### src/rtl/core/sm4_pkg.sv
// shared constants, types and round functions for the sm4 block encryption pipeline
`default_nettype none

package sm4_pkg;

    typedef logic [31:0]  t_word;
    typedef logic [127:0] t_block;

    localparam int unsigned HALF_W  = 64;

    // configuration register indexes
    localparam logic CFG_KEY_HIGH = 1'b0;
    localparam logic CFG_KEY_LOW  = 1'b1;

    // family key constants
    localparam t_word FK0 = 32'ha3b1bac6;
    localparam t_word FK1 = 32'h56aa3350;
    localparam t_word FK2 = 32'h677d9197;
    localparam t_word FK3 = 32'hb27022dc;

    localparam logic [7:0] SBOX [256] = '{
        8'hD6, 8'h90, 8'hE9, 8'hFE, 8'hCC, 8'hE1, 8'h3D, 8'hB7,
        8'h16, 8'hB6, 8'h14, 8'hC2, 8'h28, 8'hFB, 8'h2C, 8'h05,
        8'h2B, 8'h67, 8'h9A, 8'h76, 8'h2A, 8'hBE, 8'h04, 8'hC3,
        8'hAA, 8'h44, 8'h13, 8'h26, 8'h49, 8'h86, 8'h06, 8'h99,
        8'h9C, 8'h42, 8'h50, 8'hF4, 8'h91, 8'hEF, 8'h98, 8'h7A,
        8'h33, 8'h54, 8'h0B, 8'h43, 8'hED, 8'hCF, 8'hAC, 8'h62,
        8'hE4, 8'hB3, 8'h1C, 8'hA9, 8'hC9, 8'h08, 8'hE8, 8'h95,
        8'h80, 8'hDF, 8'h94, 8'hFA, 8'h75, 8'h8F, 8'h3F, 8'hA6,
        8'h47, 8'h07, 8'hA7, 8'hFC, 8'hF3, 8'h73, 8'h17, 8'hBA,
        8'h83, 8'h59, 8'h3C, 8'h19, 8'hE6, 8'h85, 8'h4F, 8'hA8,
        8'h68, 8'h6B, 8'h81, 8'hB2, 8'h71, 8'h64, 8'hDA, 8'h8B,
        8'hF8, 8'hEB, 8'h0F, 8'h4B, 8'h70, 8'h56, 8'h9D, 8'h35,
        8'h1E, 8'h24, 8'h0E, 8'h5E, 8'h63, 8'h58, 8'hD1, 8'hA2,
        8'h25, 8'h22, 8'h7C, 8'h3B, 8'h01, 8'h21, 8'h78, 8'h87,
        8'hD4, 8'h00, 8'h46, 8'h57, 8'h9F, 8'hD3, 8'h27, 8'h52,
        8'h4C, 8'h36, 8'h02, 8'hE7, 8'hA0, 8'hC4, 8'hC8, 8'h9E,
        8'hEA, 8'hBF, 8'h8A, 8'hD2, 8'h40, 8'hC7, 8'h38, 8'hB5,
        8'hA3, 8'hF7, 8'hF2, 8'hCE, 8'hF9, 8'h61, 8'h15, 8'hA1,
        8'hE0, 8'hAE, 8'h5D, 8'hA4, 8'h9B, 8'h34, 8'h1A, 8'h55,
        8'hAD, 8'h93, 8'h32, 8'h30, 8'hF5, 8'h8C, 8'hB1, 8'hE3,
        8'h1D, 8'hF6, 8'hE2, 8'h2E, 8'h82, 8'h66, 8'hCA, 8'h60,
        8'hC0, 8'h29, 8'h23, 8'hAB, 8'h0D, 8'h53, 8'h4E, 8'h6F,
        8'hD5, 8'hDB, 8'h37, 8'h45, 8'hDE, 8'hFD, 8'h8E, 8'h2F,
        8'h03, 8'hFF, 8'h6A, 8'h72, 8'h6D, 8'h6C, 8'h5B, 8'h51,
        8'h8D, 8'h1B, 8'hAF, 8'h92, 8'hBB, 8'hDD, 8'hBC, 8'h7F,
        8'h11, 8'hD9, 8'h5C, 8'h41, 8'h1F, 8'h10, 8'h5A, 8'hD8,
        8'h0A, 8'hC1, 8'h31, 8'h88, 8'hA5, 8'hCD, 8'h7B, 8'hBD,
        8'h2D, 8'h74, 8'hD0, 8'h12, 8'hB8, 8'hE5, 8'hB4, 8'hB0,
        8'h89, 8'h69, 8'h97, 8'h4A, 8'h0C, 8'h96, 8'h77, 8'h7E,
        8'h65, 8'hB9, 8'hF1, 8'h09, 8'hC5, 8'h6E, 8'hC6, 8'h84,
        8'h18, 8'hF0, 8'h7D, 8'hEC, 8'h3A, 8'hDC, 8'h4D, 8'h20,
        8'h79, 8'hEE, 8'h5F, 8'h3E, 8'hD7, 8'hCB, 8'h39, 8'h48
    };

    function automatic t_word round_const(input int unsigned idx);
        t_word c;
        c = '0;
        for (int unsigned j = 0; j < 4; j++) begin
            c = {c[23:0], 8'((4 * idx + j) * 7)};
        end
        return c;
    endfunction

    function automatic t_word sub_word(input t_word v);
        return {SBOX[v[31:24]], SBOX[v[23:16]], SBOX[v[15:8]], SBOX[v[7:0]]};
    endfunction

    function automatic t_word rotl(input t_word v, input int unsigned n);
        return (v << n) | (v >> (32 - n));
    endfunction

    function automatic t_word mix_data(input t_word v);
        t_word t;
        t = sub_word(v);
        return t ^ rotl(t, 2) ^ rotl(t, 10) ^ rotl(t, 18) ^ rotl(t, 24);
    endfunction

    function automatic t_word mix_key(input t_word v);
        t_word t;
        t = sub_word(v);
        return t ^ rotl(t, 13) ^ rotl(t, 23);
    endfunction

    // key words {k0,k1,k2,k3} from high to low; newest round key lands in the low word
    function automatic t_block key_round(input t_block kw, input t_word ck);
        t_word a;
        a = kw[95:64] ^ kw[63:32] ^ kw[31:0] ^ ck;
        return {kw[95:0], kw[127:96] ^ mix_key(a)};
    endfunction

    // data words {x0,x1,x2,x3} from high to low
    function automatic t_block data_round(input t_block x, input t_word rk);
        t_word a;
        a = x[95:64] ^ x[63:32] ^ x[31:0] ^ rk;
        return {x[95:0], x[127:96] ^ mix_data(a)};
    endfunction

endpackage

`default_nettype wire

### src/rtl/core/sm4_skid.sv
// output skid register that decouples the pipeline from a stalled receiver
`default_nettype none

module sm4_skid (
    input  wire logic            i_clk,
    input  wire logic            i_rst_n,
    input  wire logic            i_valid,
    input  wire sm4_pkg::t_block i_data,
    input  wire logic            i_ready,
    output logic                 o_valid,
    output sm4_pkg::t_block      o_data,
    output logic                 o_en
);
    import sm4_pkg::*;

    logic   r_skid_valid;
    t_block r_skid_data;

    always_ff @(posedge i_clk) begin
        if (!i_rst_n) begin
            r_skid_valid <= 1'b0;
        end else if (r_skid_valid) begin
            r_skid_valid <= !i_ready;
        end else begin
            r_skid_valid <= i_valid && !i_ready;
        end
    end

    always_ff @(posedge i_clk) begin
        if (!r_skid_valid && i_valid && !i_ready) begin
            r_skid_data <= i_data;
        end
    end

    assign o_en    = !r_skid_valid;
    assign o_valid = r_skid_valid || i_valid;
    assign o_data  = r_skid_valid ? r_skid_data : i_data;

    a_fill_on_stall: assert property (@(posedge i_clk) disable iff (!i_rst_n)
        $rose(r_skid_valid) |-> $past(i_valid && !i_ready))
        else $error("skid filled without a stalled result");

    a_drain_on_ready: assert property (@(posedge i_clk) disable iff (!i_rst_n)
        $fell(r_skid_valid) |-> $past(i_ready))
        else $error("skid drained without a taken result");

    a_hold_while_full: assert property (@(posedge i_clk) disable iff (!i_rst_n)
        r_skid_valid && !i_ready |=> r_skid_valid && $stable(r_skid_data))
        else $error("skid lost a stalled result");

endmodule

`default_nettype wire

### config.mk
export PLATFORM = sky130hd
export DESIGN_NAME = sm4_skid
export DESIGN_NICKNAME = d
export VERILOG_FILES = /design/src/rtl/core/sm4_pkg.sv /design/src/rtl/core/sm4_skid.sv
export SDC_FILE = /design/constraint.sdc
export NUM_CORES = 1
export LEC_CHECK = 0
export CORE_MARGIN = 4
export CORE_UTILIZATION = 63
export DETAILED_ROUTE_END_ITERATION = 10
export DONT_BUFFER_PORTS = 1
export GPL_TIMING_DRIVEN = 0
export PLACE_DENSITY = 0.79
export SETUP_SLACK_MARGIN = 0.15
export SYNTH_ARGS = -nofsm -noshare
export SYNTH_HDL_FRONTEND = slang
export SYNTH_SLANG_ARGS = --single-unit
### constraint.sdc
create_clock -name i_clk -period 13.6 [get_ports i_clk]
set_input_delay 0.68 -clock i_clk [delete_from_list [all_inputs] [get_ports i_clk]]
set_output_delay 0.68 -clock i_clk [all_outputs]
set_load 0.005 [all_outputs]
==> qor.txt <==
CP most frequent cell = buf_6
CORE AREA = 8850 sq um
PortBufs = 0
Final nets = 438
Top delay family on crit path = buffers and inverters
worst vdd ir = 86.5 uV
worst-path cell chain = buf_6 -> buf_8 -> buf_6 -> nor3b_2 -> buf_6 -> buf_8 -> buf_6 -> buf_6 -> buf_6
Yosys top cell area share = 66.2%
syn_nets = 408
global route total overflow = 0
number of distinct library cells after synthesis = 11
Overall Global Routing Usage = 21.9%
crit path time final = 2620 ps
main area contributors after synthesis = edfxtp_1, mux2_4, mux2_2
Initial Util = 65.7%
Critical Path Source Type = flip-flop
critical path endpoint category = flip-flop
clk_lat worst skew = 510 ps
Arr. time, crit path = 2830 ps
share of cells above drive strength 1 = 57.7%
RSZ-0062 raised after global routing = false
Detail Route Antenna Nets = 0
TritonCTS buffer count = 17
vias in the first global route = 2918
initial antenna violation count = 0
Worst Max-Slew Pin Slew = 720 ps
async set-reset flop share out of synthesis = 0%
row count = 34
routed length per placed instance = 28.0 microns
Critical Path Max Stage Delay = 630 ps
Final Slew Violations = 0
Cell Area, Placed = 6080 sq um
Clock Skew = 6.44 ps
vias per cell = 6.21
WS Path Type = reg2reg
Place WS = 10950 ps
Critical-path top delay cell = nor3b_2
maximum clock rate = 0.381 GHz
setup violators final = 0
DP Wirelength = 9200 microns
Max-slew headroom = 51.8%
sequential fraction of the synthesis area = 66.5%
Iteration-0 DRC Markers = 142
FF+latch count, synth = 129
Layout area overhead = 15.1%
post-CTS sizing = 0
die area = 10800 sq um
Yosys warnings = 0
Post-CTS Setup Bufs = 0
pwr/cell area = 150 nW/um^2
Crit Path Max Fanout = 14
EDFF count, synth = 128
status = completed
Ant. Diodes = 0
Inst Count DP = 395
Min-Delay Path Class = in2reg
WP buf/inv = 8
top-count cell post-synth = edfxtp_1
final hold violations = 0
total routed wirelength = 11900 microns
I/O pin cnt = 262
Worst-path clk slew = 60 ps
iteration count of the initial detailed-routing pass = 4
mean area per synthesized cell = 21.0 sq um
Top FF cell, synth = edfxtp_1
hold buffers post-CTS = 0
first-pass GRT wire length = 17900 microns
worst path setup slack after routing = 10980 ps
commonest cells in the netlist = edfxtp_1, mux2_4, mux2_2, buf_6, buf_2
Die H = 104 microns
CTS max path bufs = 2
largest net degree at the start of global routing = 17
static leakage = 0.00244 uW
Layout Cells excl Fill = 427
gp weighted congestion = 0.786
routed via count = 2652
Die Wd = 104 microns
MaxCap Viol Count = 0
top cell type by total area after synthesis = edfxtp_1
htree depth = 4
post-synthesis cell count = 276
Final Instance Area = 6690 sq um
# DRC = 0
Root Buffer Master = clkbuf_8
Req. time, crit path = 13810 ps
fill count = 518
Mapped Area = 5810 sq um
CTS tree = yes
CTS sink cnt = 129
crit share post-route = 19.3%
==> final cells by class <==
| type | count | area (sq um) | share of cell area [%] |
|---|---|---|---|
| timing repair buffer | 11 | 131 | 1.96 |
| sequential | 129 | 3860 | 57.8 |
| clock inverter | 14 | 188 | 2.81 |
| multi-input combinational | 131 | 1800 | 26.9 |
| tap | 108 | 135 | 2.02 |
| inverter | 1 | 3.75 | 0.0561 |
| clock buffer | 18 | 418 | 6.25 |
| buffer | 15 | 148 | 2.21 |
==> worst paths after layout <==
kind | startpoint | endpoint | slack (ps) | cells past startpoint
worst max-delay path | r_skid_valid | r_skid_data[40] | 10980 | 9
worst min-delay path | i_data[61] | r_skid_data[61] | 260 | 0
worst max register to register | r_skid_valid | r_skid_data[40] | 10980 | 9
worst min register to register | r_skid_valid | r_skid_valid | 1000 | 4
==> state kept, by name, summed over array words and instances, names as in the netlist <==
| name | flops |
|---|---|
| r_skid_data | 128 |
| r_skid_valid | 1 |
==> cells in the final DEF (no fill, tap or decap) <==
| cell type | n |
|---|---|
| inv_1 | 1 |
| or2_1 | 1 |
| nor3b_2 | 1 |
| clkbuf_16 | 16 |
| clkinv_2 | 2 |
| edfxtp_1 | 128 |
| mux2_4 | 88 |
| mux2_2 | 40 |
| and3b_1 | 1 |
| clkinv_1 | 2 |
| bufinv_16 | 4 |
| buf_6 | 19 |
| buf_8 | 3 |
| clkbuf_1 | 1 |
| clkbuf_8 | 1 |
| inv_6 | 2 |
| dfxtp_1 | 1 |
| clkinvlp_4 | 2 |
| buf_2 | 4 |
| clkinv_4 | 2 |
==> layer usage <==
layer / track usage (%) / vias up / wire (microns)
met5: 0 / - / 0
met4: 6.65 / 0 / 115
met3: 11.2 / 8 / 1300
met2: 39.5 / 169 / 6520
met1: 21.9 / 1319 / 4000
li1: - / 1156 / -
==> cells by family (layout without fill, tap and decap cells) <==
kind of cell,after synthesis,after routing,share of synthesized area (%)
and+or+nand+nor,3,3,0.388
DFF,129,129,66.5
buffers and inverters,16,59,2.61
muxes,128,128,30.5
==> metrics by stage <==
stage / TNS (ps) / util, % / hold slack [ps] / total power [uW]
floorplan: 0 / - / 779 / 538
global placement: -21440 / 67.2 / 779 / 552
detailed placement: 0 / 68.7 / 779 / 551
CTS: 0 / 75.6 / 250 / 1010
global route: 0 / 75.6 / 228 / 1040
finish: 0 / 75.6 / 265 / 1000
==> power breakdown <==
part	leakage, uW	total [uW]	switching [uW]	internal (uW)
Combinational	0.000951	79.7	35.6	44.1
Sequential	0.00120	462	4.46	458
Clock	0.000291	463	166	297
No activity file was read; power rests on OpenSTA's default activity.
